<file path="config.mk">
export PLATFORM = sky130hd
export DESIGN_NAME = nsl_dist_pipe
export DESIGN_NICKNAME = d
export VERILOG_FILES = /design/src/rtl/nsl_pkg.sv /design/src/rtl/nsl_dist_pipe.sv
export SDC_FILE = /design/constraint.sdc
export NUM_CORES = 2
export LEC_CHECK = 0
export ABC_AREA = 1
export BUFFER_PORTS_ARGS = -buffer_cell sky130_fd_sc_hd__buf_2
export CAP_MARGIN = 0
export CORE_UTILIZATION = 53
export CTS_BUF_LIST = sky130_fd_sc_hd__clkbuf_8
export DETAILED_ROUTE_END_ITERATION = 16
export PLACE_DENSITY = 0.74
export REMOVE_ABC_BUFFERS = 1
export SLEW_MARGIN = 20
export SYNTH_ARGS = -nofsm -noshare
export SYNTH_HDL_FRONTEND = slang
export SYNTH_SLANG_ARGS = --single-unit
export TNS_END_PERCENT = 100
</file>
<file path="constraint.sdc">
create_clock -name i_clk -period 7.3 [get_ports i_clk]
set_clock_uncertainty 0.15 [all_clocks]
set_input_delay 2.19 -clock i_clk [delete_from_list [all_inputs] [get_ports i_clk]]
set_output_delay 2.19 -clock i_clk [all_outputs]
set_load 0.005 [all_outputs]
</file>
<file path="src/rtl/nsl_pkg.sv">
// ----------------------------------------------------------------------------
// nsl_pkg
// Shared types and constants for the nearest seed labeler: table size,
// coordinate widths, opcodes, status codes and the seed record layout.
// ----------------------------------------------------------------------------
package nsl_pkg;

    localparam int MAX_SEEDS   = 256;
    localparam int COORD_BITS  = 24;
    localparam int IDX_BITS    = (MAX_SEEDS > 1) ? $clog2(MAX_SEEDS) : 1;
    localparam int CNT_BITS    = $clog2(MAX_SEEDS + 1);
    localparam int DX_BITS     = COORD_BITS + 1;
    localparam int SQ_BITS     = 2 * DX_BITS;
    localparam int DIST_BITS   = SQ_BITS + 1;

    // fixed field widths of the ports
    localparam int OPCODE_BITS = 2;
    localparam int SIDX_BITS   = 8;
    localparam int LABEL_BITS  = 9;
    localparam int STATUS_BITS = 2;
    localparam int CFG_IDX_BITS  = 2;
    localparam int CFG_DATA_BITS = 9;
    localparam int COUNT_BITS  = 9;

    // configuration register indexes
    localparam logic [CFG_IDX_BITS-1:0] CFG_SEED_COUNT  = 2'd0;
    localparam logic [CFG_IDX_BITS-1:0] CFG_LABEL_BASE  = 2'd1;
    localparam logic [CFG_IDX_BITS-1:0] CFG_HEIGHT_UPD  = 2'd2;

    typedef enum logic [OPCODE_BITS-1:0] {
        OP_LOAD     = 2'd0,
        OP_CLASSIFY = 2'd1,
        OP_READ     = 2'd2
    } t_opcode;

    typedef enum logic [STATUS_BITS-1:0] {
        ST_OK       = 2'd0,
        ST_NO_SEEDS = 2'd1,
        ST_RANGE    = 2'd2
    } t_status;

    typedef enum logic [2:0] {
        S_IDLE,
        S_SCAN,
        S_FETCH,
        S_WRBACK,
        S_READ
    } t_state;

    typedef struct packed {
        logic signed [COORD_BITS-1:0] x;
        logic signed [COORD_BITS-1:0] y;
        logic signed [COORD_BITS-1:0] h;
    } t_seed;

    // travels with each seed through the distance pipeline
    typedef struct packed {
        logic                valid;
        logic                last;
        logic [IDX_BITS-1:0] idx;
    } t_tag;

endpackage

</file>
<file path="src/rtl/nsl_dist_pipe.sv">
// ----------------------------------------------------------------------------
// nsl_dist_pipe
// Three stage squared planar distance: difference, square, sum. The seed
// tag rides along so the compare stage knows index and end of scan.
// ----------------------------------------------------------------------------
module nsl_dist_pipe (
    input  logic                                   i_clk,
    input  logic                                   i_rst_n,
    input  nsl_pkg::t_tag                          i_tag,
    input  nsl_pkg::t_seed                         i_seed,
    input  logic signed [nsl_pkg::COORD_BITS-1:0]  i_px,
    input  logic signed [nsl_pkg::COORD_BITS-1:0]  i_py,
    output nsl_pkg::t_tag                          o_tag,
    output logic [nsl_pkg::DIST_BITS-1:0]          o_dist
);

    nsl_pkg::t_tag                        r_tag2, r_tag3, r_tag4;
    logic signed [nsl_pkg::DX_BITS-1:0]   r_dx, r_dy;
    logic signed [nsl_pkg::SQ_BITS-1:0]   r_sqx, r_sqy;
    logic [nsl_pkg::DIST_BITS-1:0]        r_dist;
    logic signed [nsl_pkg::DX_BITS-1:0]   n_dx, n_dy;

    // sign extended differences
    always_comb begin
        n_dx = nsl_pkg::DX_BITS'(i_px) - nsl_pkg::DX_BITS'(i_seed.x);
        n_dy = nsl_pkg::DX_BITS'(i_py) - nsl_pkg::DX_BITS'(i_seed.y);
    end

    // tag registers, cleared at reset
    always_ff @(posedge i_clk) begin
        if (!i_rst_n) begin
            r_tag2 <= '0;
            r_tag3 <= '0;
            r_tag4 <= '0;
        end else begin
            r_tag2 <= i_tag;
            r_tag3 <= r_tag2;
            r_tag4 <= r_tag3;
        end
    end

    // datapath stages
    always_ff @(posedge i_clk) begin
        r_dx   <= n_dx;
        r_dy   <= n_dy;
        r_sqx  <= r_dx * r_dx;
        r_sqy  <= r_dy * r_dy;
        r_dist <= nsl_pkg::DIST_BITS'($unsigned(r_sqx))
                + nsl_pkg::DIST_BITS'($unsigned(r_sqy));
    end

    assign o_tag  = r_tag4;
    assign o_dist = r_dist;

endmodule

</file>
==> out/metrics.yaml <==
synth_cell_type_count: 42
cts_max_path_buffers: 3
synth-seq-cells: 229
cts_tree: "built"
mappedNetlistArea_um2: 56600
first_pass_iters: 12
critPathMaxFanout: 14
syn_area_per_cell_um2: 7.72
fin_crit_sh: 0.971
cap_violations: 0
synth_top_cell_by_area: "fa_1"
crit_path_end: "r_sqy[30]"
port_buffers: 168
post-synth-top-count-cell: "inv_1"
synth_top_area_share: 0.430
setup_viol: 0
clk_latency_ns: 0.72
yosysSeqAreaShare: 0.0810
maxSlewViolCount: 0
reg2reg_slack_ns: 0.21
die_x_um: 329
track_usage: 0.276
drt-total-wl_um: 143000
relSlewSlack: 0.407
hold_path_class: "flop to flop"
drt-vias-per-instance: 4.95
cts_buffers: 47
syn_inst: 7339
cts_root_buffer: "clkbuf_8"
yosysWarningCount: 0
drtIter0Drc: 3562
tightest_slew_ns: 0.888
worstPathArrival_ns: 7.44
clkTransAtPathRegs_ns: 0.06
finalHoldViolCount: 0
htree_num_levels: 2
synthTopCellsByArea: "fa_1 43%, inv_1 15%, nand2_1 12%, ha_1 8.8%, dfxtp_1 8.1%"
start_kind: "flop"
antenna_found_initial: 6
end_kind: "flop"
period_minus_slack_ns: 7.09
core_area_um2: 106000
ff2ff_path_depth: 21
grt_pass1_vias: 45806
dieHeight_um: 329
grt_pass1_wl_um: 236000
initial_core_util: 0.536
synth_ff_type: "dfxtp_1"
grt_overflow_total: 0
num_rows: 119
outcome: "finished, violations left"
violations: "DRC"
fmax_ghz: 0.141
rsz0062_at_grt: "no"
dieArea_um2: 108000
grt_max_degree: 31
routedWlPerCell_um: 16.0
criticalPathCategory: "flop to flop"
synthTopCellsByCount: "2303 x inv_1, 1848 x nand2_1, 1217 x fa_1, 397 x ha_1, 328 x nor2_1"
areaGrowthSynthToFinish_pct: 7.02
r2r_end: "r_sqy[30]"
tns_ns: 0
cts.sinks: 229
required_ns: 7.65
dp_hpwl_um: 127000
antenna_left: 0
finalNetCount: 9249
routabilityCongestion: 0.981
synth-edff-count: 0
vias: 44198
io_pins: 193
post_cts_buffers: 0
hold_depth: 2
drive_above_1_share: 0.0622
drc: 24
worstSetupStartpoint: "r_dy[3]"
async_reset_ff_frac: 0
r2r_start: "r_dy[3]"
-- flip-flops by register name, indices dropped and copies added (netlist names) --
name,count
r_dy,25
r_dx,25
r_sqx,49
o_dist,51
r_tag2,10
o_tag,10
r_sqy,49
r_tag3,10
-- routing by layer --
| metal | GRT usage | routed length (µm) | vias up |
|---|---|---|---|
| li1 | - | - | 21154 |
| met1 | 0.407 | 65900 | 21514 |
| met2 | 0.430 | 63900 | 1344 |
| met3 | 0.0388 | 10200 | 186 |
| met4 | 0.0649 | 3080 | 0 |
| met5 | 0 | 0 | - |
-- critical path, stage by stage, from the launching register on --
cell and delay, ns:
dfxtp_1 0.79, buf_4 0.35, nand2_1 0.12, fa_1 0.61, inv_1 0.07, fa_1 0.53
inv_1 0.06, fa_1 0.54, inv_1 0.07, fa_1 0.41, fa_1 0.48, fa_1 0.56
inv_1 0.05, fa_1 0.48, inv_1 0.04, ha_1 0.37, nand2_1 0.13, nor2_1 0.19
nand2_1 0.19, nor2_1 0.22, a21oi_1 0.11, xnor2_1 0.36
-- layout by cell type (no fill, tap or decap), types with 3 or more instances in the layout --
cell type / netlist / final
dfxtp_1: 229 / 227
buf_4: 0 / 99
bufinv_16: 0 / 7
o21bai_1: 14 / 14
nand3_1: 173 / 173
clkinv_4: 0 / 3
buf_12: 0 / 5
nand2_1: 1848 / 1848
clkinv_1: 3 / 3
xnor2_1: 46 / 46
nor2_1: 328 / 328
fa_1: 1217 / 1217
o211ai_1: 4 / 4
clkinv_2: 0 / 5
nand4_1: 65 / 65
a21oi_2: 6 / 6
inv_1: 2303 / 2311
nor3_2: 10 / 10
inv_2: 10 / 10
and2_1: 5 / 5
xor2_1: 102 / 102
nand3b_1: 8 / 8
ha_1: 397 / 397
clkbuf_8: 0 / 57
nor3_1: 31 / 31
nand3_2: 9 / 9
nor2_2: 42 / 42
or2_2: 6 / 6
nand2_2: 26 / 26
diode_2: 0 / 3
o21ai_0: 82 / 82
o21ai_2: 3 / 3
buf_2: 0 / 168
a21o_1: 7 / 7
a21oi_1: 186 / 186
-- cell families (layout without fill, tap and decap cells) --
| family | after synthesis | in the layout | synth area share |
|---|---|---|---|
| DFF | 229 | 229 | 0.0810 |
| buffers and inverters | 2473 | 2673 | 0.164 |
| adders and majority gates | 1614 | 1614 | 0.518 |
| AOI/OAI and AO/OA | 315 | 315 | 0.0304 |
| xor gates and xnor gates | 148 | 148 | 0.0229 |
| and+or+nand+nor | 2560 | 2560 | 0.184 |
| other | 0 | 3 | 0 |
-- worst min-delay path by stage --
stage	startpoint	end	slack (ns)
5_1_grt	r_tag2[6]	r_tag3[6]	0.28
4_1_cts	r_tag2[0]	r_tag3[0]	0.26
6_report	r_tag3[0]	o_tag[0]	0.26
3_3_place_gp	r_tag3[0]	o_tag[0]	0.24
2_1_floorplan	r_tag3[0]	o_tag[0]	0.24
3_5_place_dp	r_tag2[0]	r_tag3[0]	0.25
-- what timing repair did --
item,4_1_cts,5_1_grt
hold buffers,0,0
gates resized for setup,0,2
endpoints found under the setup margin,0,2
-- through the flow --
stage / cell area, µm² / std cells / hold WS, ns / setup slack (ns) / util
finish: 60600 / 8933 / 0.258 / 0.212 / 0.574
global route: 60600 / 8932 / 0.282 / 0.0185 / 0.574
CTS: 60600 / 8930 / 0.260 / 0.265 / 0.574
detailed placement: 59500 / 8845 / 0.246 / 0.322 / 0.563
global placement: 59500 / 8845 / 0.242 / 0.459 / 0.563
floorplan: 56000 / 7182 / 0.240 / 0.560 / -
-- cell type report --
cell class | instances | area [µm²]
Inverter | 2316 | 8690
Tap cell | 1391 | 1740
Clock buffer | 57 | 785
Sequential cell | 229 | 4590
Timing Repair Buffer | 272 | 1680
Clock inverter | 28 | 348
Antenna cell | 3 | 7.51
Multi-Input combinational cell | 4637 | 42800
Fill cell | 9625 | 45000
Power is left out: the tool's default activity adds up to more than one toggle a clock period on the data nets, which glitch-free logic cannot reach.
