$ cat config.mk
export PLATFORM = sky130hd
export DESIGN_NAME = nsl_ram
export DESIGN_NICKNAME = d
export VERILOG_FILES = /design/src/rtl/nsl_ram.sv
export SDC_FILE = /design/constraint.sdc
export NUM_CORES = 1
export LEC_CHECK = 0
export BUFFER_PORTS_ARGS = -buffer_cell sky130_fd_sc_hd__buf_2
export CAP_MARGIN = 25
export CORE_UTILIZATION = 50
export DETAILED_ROUTE_END_ITERATION = 10
export PLACE_DENSITY = 0.7
export SETUP_SLACK_MARGIN = 0.4
export SLEW_MARGIN = 20
export SYNTH_ARGS = -nofsm -noshare
export SYNTH_HDL_FRONTEND = slang
export SYNTH_SLANG_ARGS = --single-unit
export TNS_END_PERCENT = 100
$ cat constraint.sdc
create_clock -name i_clk -period 2.2 [get_ports i_clk]
set_input_delay 0.22 -clock i_clk [delete_from_list [all_inputs] [get_ports i_clk]]
set_output_delay 0.22 -clock i_clk [all_outputs]
set_load 0.01 [all_outputs]
$ cat src/rtl/nsl_ram.sv
// ----------------------------------------------------------------------------
// nsl_ram
// Generic single write port, single read port RAM with registered read data.
// ----------------------------------------------------------------------------
module nsl_ram #(
    parameter int WIDTH = 8,
    parameter int DEPTH = 16
) (
    input  logic                             i_clk,
    input  logic                             i_we,
    input  logic [$clog2(DEPTH)-1:0]         i_waddr,
    input  logic [WIDTH-1:0]                 i_wdata,
    input  logic [$clog2(DEPTH)-1:0]         i_raddr,
    output logic [WIDTH-1:0]                 o_rdata
);

    logic [WIDTH-1:0] r_mem [DEPTH];
    logic [WIDTH-1:0] r_rdata;

    // write port and registered read port
    always_ff @(posedge i_clk) begin
        if (i_we) begin
            r_mem[i_waddr] <= i_wdata;
        end
        r_rdata <= r_mem[i_raddr];
    end

    assign o_rdata = r_rdata;

endmodule

==> results of run 1 <==
-- registers in the layout (all words and copies together) (netlist names) --
name,flops
r_mem,128
o_rdata,8
-- how the worst min path moves through the flow --
stage,from,endpoint,slack [ns],cells after the start
after floorplan,i_wdata[0],r_mem[0][0],0.32,0
after global placement,i_wdata[5],r_mem[6][5],0.61,1
after detailed placement,o_rdata[0],o_rdata[0],0.61,1
after CTS,i_wdata[2],r_mem[13][2],0.07,1
after global routing,i_wdata[5],r_mem[13][5],0.08,1
final,i_wdata[5],r_mem[7][5],0.08,1
-- area by class of cell --
cell class                 instances  area share
timing repair buffer              43      0.0465
clock buffer                      17      0.0676
tap                              133      0.0272
clock inverter                    15      0.0329
multi-input combinational         83       0.173
sequential                       136       0.653
-- placed cells by master (no fill, tap or decap), types with 2 or more instances in the layout --
cell type   instances
nor2_1             13
mux4_2             18
nor3_1              4
clkinv_2            2
a22oi_1            16
buf_2              25
nand3b_1            2
inv_6               2
buf_4              16
clkinvlp_4          6
nand2_1             9
edfxtp_1          128
clkbuf_16          16
mux4_1             14
buf_12              2
dfxtp_1             8
nand2b_1            2
bufinv_16           4
-- routing by layer --
layer	up-vias	global-route usage	part of all wire
li1	1076	-	-
met1	1221	0.256	0.43
met2	77	0.294	0.50
met3	10	0.0565	0.055
met4	0	0.0867	0.019
met5	-	0	0
-- kinds of logic after synthesis --
logic type | after synthesis
flip-flops | 136
AND/OR/NAND/NOR | 35
multiplexers | 32
AO/OA/AOI/OAI | 16
buffers and inverters | 10
-- power breakdown --
group	switching [mW]	leakage, nW	internal, mW
sequential	0.0194	1.22	2.90
clock	1.05	0.283	1.84
combinational	0.148	0.575	0.115
-- worst reg2reg max path: cells and delay by family (launching register included) --
family           cells  cell delay [ns]
AO/OA/AOI/OAI        1             0.30
multiplexers         1             0.49
flip-flops           1             0.39
AND/OR/NAND/NOR      1             0.09
-- cells in the mapped netlist (all sizes together) --
library cell   count
nor2b              1
buf                7
edfxtp           128
or3b               1
and2b              1
and2               1
nand3              1
nand2b             2
nor3               4
dfxtp              8
nor2              13
nand2              9
nand3b             2
mux4              32
clkdlybuf4s25      3
a22oi             16
-- through the flow --
stage / util / area, um2 / power, mW
2_1_floorplan: - / 5150 / 3.12
3_3_place_gp: 0.559 / 5510 / 3.23
3_5_place_dp: 0.559 / 5510 / 3.24
4_1_cts: 0.621 / 6130 / 6.11
5_1_grt: 0.621 / 6130 / 6.24
6_report: 0.621 / 6130 / 6.07
==> flow_summary.json, run 1 <==
{
  "leakage_nw": 2.08,
  "drcViolationCount": 0,
  "path_delay_family": "multiplexers",
  "wirelength_um": 9140,
  "fin_ws_ns": 0.815,
  "finalCritPeriodShare": 0.629,
  "start_kind": "register",
  "synth_top_area_frac": 0.747,
  "synthXorXnorAreaFrac": 0,
  "post_drt_wl_per_cell_um": 21.4,
  "grt_use_total": 0.192,
  "fillers": 691,
  "cts_tree": "yes",
  "maxSlewHeadroom": 0.538,
  "drt-pass1-iter-count": 4,
  "ys_warn_count": 0,
  "dp_cells": 395,
  "num_vias": 2384,
  "cts.sinks": 136,
  "multi_input_area_um2": 1060,
  "cts.clk_slew.worst_paths_ns": 0.06,
  "synth_compound_area_frac": 0.0233,
  "synth_top_family_by_area": "multiplexers",
  "synth_cell_types": 19,
  "r2r_cells": 3,
  "post-dp-hpwl_um": 5730,
  "nNetsFinal": 299,
  "netlist_area_um2": 5150,
  "clock_path_buffers": 2,
  "port-buffer-count": 25,
  "worst_hold_slack_ns": 0.0838,
  "diodes": 0,
  "synthSimpleGateAreaFrac": 0.0318,
  "outcome": "finished, final reports clean",
  "hold_path.class": "in2reg",
  "gp_congestion": 0.689,
  "r2r_setup_slack_ns": 0.82,
  "synth_area_leaders": "edfxtp_1 (75%), mux4_2 (7.9%), mux4_1 (7.1%)",
  "critPathCapture": "o_rdata[4]",
  "drv_cap": 0,
  "pre_cts_ws_ns": 0.518,
  "drv_slew": 0,
  "hold_viol": 0,
  "clock_latency_ns": 0.51,
  "dieArea_um2": 10700,
  "required_ns": 2.59,
  "io_pins": 26,
  "htree_levels": 4,
  "drive_gt1_frac": 0.320,
  "drt_iter0_drc": 126,
  "coreArea_um2": 9860,
  "postCtsSetupBuffers": 0,
  "die_h_um": 103,
  "regArea_um2": 4000,
  "r2r_start": "r_mem[3][4]",
  "fin_tns_setup_ns": 0,
  "worst-path-stages": 3,
  "max_slew.worst_pin.slew_ns": 0.690,
  "critPathBufInv": 0,
  "grt_pass1_wl_um": 13500,
  "ys_ff_latch": 136,
  "ys_seq_area_frac": 0.778,
  "arrival_ns": 1.78,
  "setup_viol": 0,
  "via_per_inst": 5.58,
  "antenna_found_initial": 0,
  "postSynthCellCount": 229,
  "rsz0062_at_grt": "no",
  "crit_chain": "mux4_2 -> a22oi_1 -> nand2_1",
  "fin_crit_ns": 1.38,
  "synth_adder_area_share": 0,
  "muxShareOfSynthArea": 0.150,
  "crit_path_end_kind": "register",
  "powerDensity_nw_per_um2": 990,
  "cts_resized": 0,
  "initial_core_util": 0.522,
  "numCtsBuffers": 17,
  "slowest_delay_ns": 0.49,
  "ant_nets": 0,
  "fmax_mhz": 722,
  "rr_endpoint": "o_rdata[4]",
  "synth.net_count": 247,
  "peakVddDrop_v": 0.000443,
  "clock_skew_ns": 0.00533,
  "crit_slowest_cell": "mux4_2",
  "grt_max_degree": 33,
  "row_count": 36,
  "synth_top_area_cell": "edfxtp_1",
  "cts_hold_buf": 0,
  "area_growth_pct": 19.1,
  "startpoint": "r_mem[3][4]",
  "grt_overflow": 0,
  "die_width_um": 103,
  "avgSynthCellArea_um2": 22.5,
  "grt_pass1_vias": 2336,
  "root_buffer": "clkbuf_8",
  "final_cells": 427,
  "critPathKind": "reg2reg",
  "crit_fanout": 1
}
Note: power is estimated with default switching activity, not from simulation.
==> run 2: changes to the inputs <==
==> constraint.sdc (replaced) <==
create_clock -name i_clk -period 1.45 [get_ports i_clk]
set_input_delay 0.145 -clock i_clk [delete_from_list [all_inputs] [get_ports i_clk]]
set_output_delay 0.145 -clock i_clk [all_outputs]
set_load 0.01 [all_outputs]
==> run 2 against run 1 <==
- register-to-register slack got worse by 0.63 ns
- utilization rose by 2.6 points
- clock skew rose by 0.00081 ns
- final area rose by 4.2%
- clock power rose by 38%
- routed wire length rose by 1.6%
- sequential power rose by 52%
- largest cell class unchanged
- global-route usage rose by 1.4 points
- critical endpoint unchanged
- die area did not move
- sequential share of layout area fell by 2.5 points
- worst setup slack got worse by 0.63 ns
- maximum frequency rose by 9.6%
==> flow_summary.json, run 2 (synthesis gave the netlist of run 1 again) <==
{
  "grt_pass1_vias": 2551,
  "grt_use_total": 0.206,
  "crit_path_end_kind": "register",
  "required_ns": 1.84,
  "final_common_cell": "edfxtp_1",
  "arrival_ns": 1.65,
  "cts_tree": "yes",
  "area_growth_pct": 24.1,
  "top_register": "r_mem",
  "drv_cap": 0,
  "fin_crit_ns": 1.26,
  "largest_register_ffs": 128,
  "fillers": 641,
  "pre_cts_ws_ns": -0.0882,
  "die_h_um": 103,
  "nNetsFinal": 301,
  "dieArea_um2": 10700,
  "powerDensity_nw_per_um2": 1400,
  "critPathKind": "reg2reg",
  "maxSlewHeadroom": 0.413,
  "peakVddDrop_v": 0.000728,
  "cts.sinks": 136,
  "hold_path.class": "in2reg",
  "num_vias": 2445,
  "fmax_mhz": 791,
  "via_per_inst": 5.70,
  "port-buffer-count": 25,
  "layout_common_cells": "edfxtp_1 (128), mux4_2 (32), buf_2 (17)",
  "io_pins": 26,
  "numCtsBuffers": 17,
  "clock_latency_ns": 0.51,
  "use_met2": 0.345,
  "finalPower_mw": 8.95,
  "max_slew.worst_pin.slew_ns": 0.879,
  "fin_ws_ns": 0.186,
  "initial_core_util": 0.522,
  "busiest_layer": "met2",
  "start_kind": "register",
  "hold_viol": 0,
  "drcViolationCount": 0,
  "drv_slew": 0,
  "grt_use_met1": 0.262,
  "wirelength_um": 9280,
  "r2r_setup_slack_ns": 0.19,
  "setup_viol": 0,
  "post_drt_wl_per_cell_um": 21.6,
  "rsz0062_at_grt": "yes",
  "grt_util_met3": 0.0477,
  "antenna_found_initial": 0,
  "crit_fanout": 1,
  "grt_pass1_wl_um": 14600,
  "finalCritPeriodShare": 0.872,
  "row_count": 36,
  "root_buffer": "clkbuf_8",
  "clock_skew_ns": 0.00614,
  "cts_hold_buf": 0,
  "die_width_um": 103,
  "gp_congestion": 0.700,
  "leakage_nw": 2.10,
  "coreArea_um2": 9860,
  "ant_nets": 0,
  "cts.clk_slew.worst_paths_ns": 0.06,
  "grt_overflow": 0,
  "outcome": "finished, final reports clean",
  "post-dp-hpwl_um": 5920,
  "grt_max_degree": 20,
  "diodes": 0,
  "drt-pass1-iter-count": 4,
  "drive_gt1_frac": 0.473,
  "htree_levels": 4,
  "drt_iter0_drc": 198,
  "clock_path_buffers": 2
}
==> run 2: area by class of cell <==
cell class,count,area (um2),area share
Clock buffer,17,414,0.0648
Clock inverter,15,151,0.0237
Multi-Input combinational cell,83,1130,0.177
Sequential cell,136,4010,0.628
Tap cell,133,166,0.0261
Timing Repair Buffer,45,513,0.0803
==> run 2: stage by stage <==
step / setup TNS, ns / cells / hold WS, ns / utilization / area [um2]
6_report: 0 / 429 / 0.0183 / 0.648 / 6390
5_1_grt: 0 / 429 / 0.00712 / 0.648 / 6390
4_1_cts: 0 / 429 / 0.000440 / 0.645 / 6360
3_5_place_dp: -0.199 / 397 / 0.541 / 0.580 / 5730
3_3_place_gp: -0.156 / 397 / 0.528 / 0.580 / 5730
2_1_floorplan: 0 / 229 / 0.244 / - / 5220
==> run 2: critical path: stages (launching register included) <==
cell and delay [ns]:
edfxtp_1 0.37, mux4_2 0.50, a22oi_2 0.19, nand2_1 0.07
==> run 2: layer usage <==
metal,routed length (um),vias up
met2,4860,77
met1,3850,1284
met5,0,-
met4,124,0
met3,450,11
li1,-,1073
==> run 2: report_power, final <==
part           leakage (nW)  internal, mW  total, mW  switching (mW)
registers              1.22          4.40       4.44          0.0370
clock network         0.276          2.44       4.00            1.56
logic                 0.596         0.246      0.501           0.256
==> run 2: repair_timing <==
item,4_1_cts,5_1_grt
setup endpoints to repair,16,16
gates resized for setup,16,9
pin swaps,2,1
gates cloned,0,0
setup buffers,0,0
==> run 2: path summary, 6_finish.rpt <==
path                                   start  cells after the start          end
worst max-delay path            r_mem[11][4]                      3   o_rdata[4]
worst min-delay path              i_wdata[5]                      1  r_mem[3][5]
worst max register to register  r_mem[11][4]                      3   o_rdata[4]
worst min register to register   r_mem[4][5]                      3   o_rdata[5]
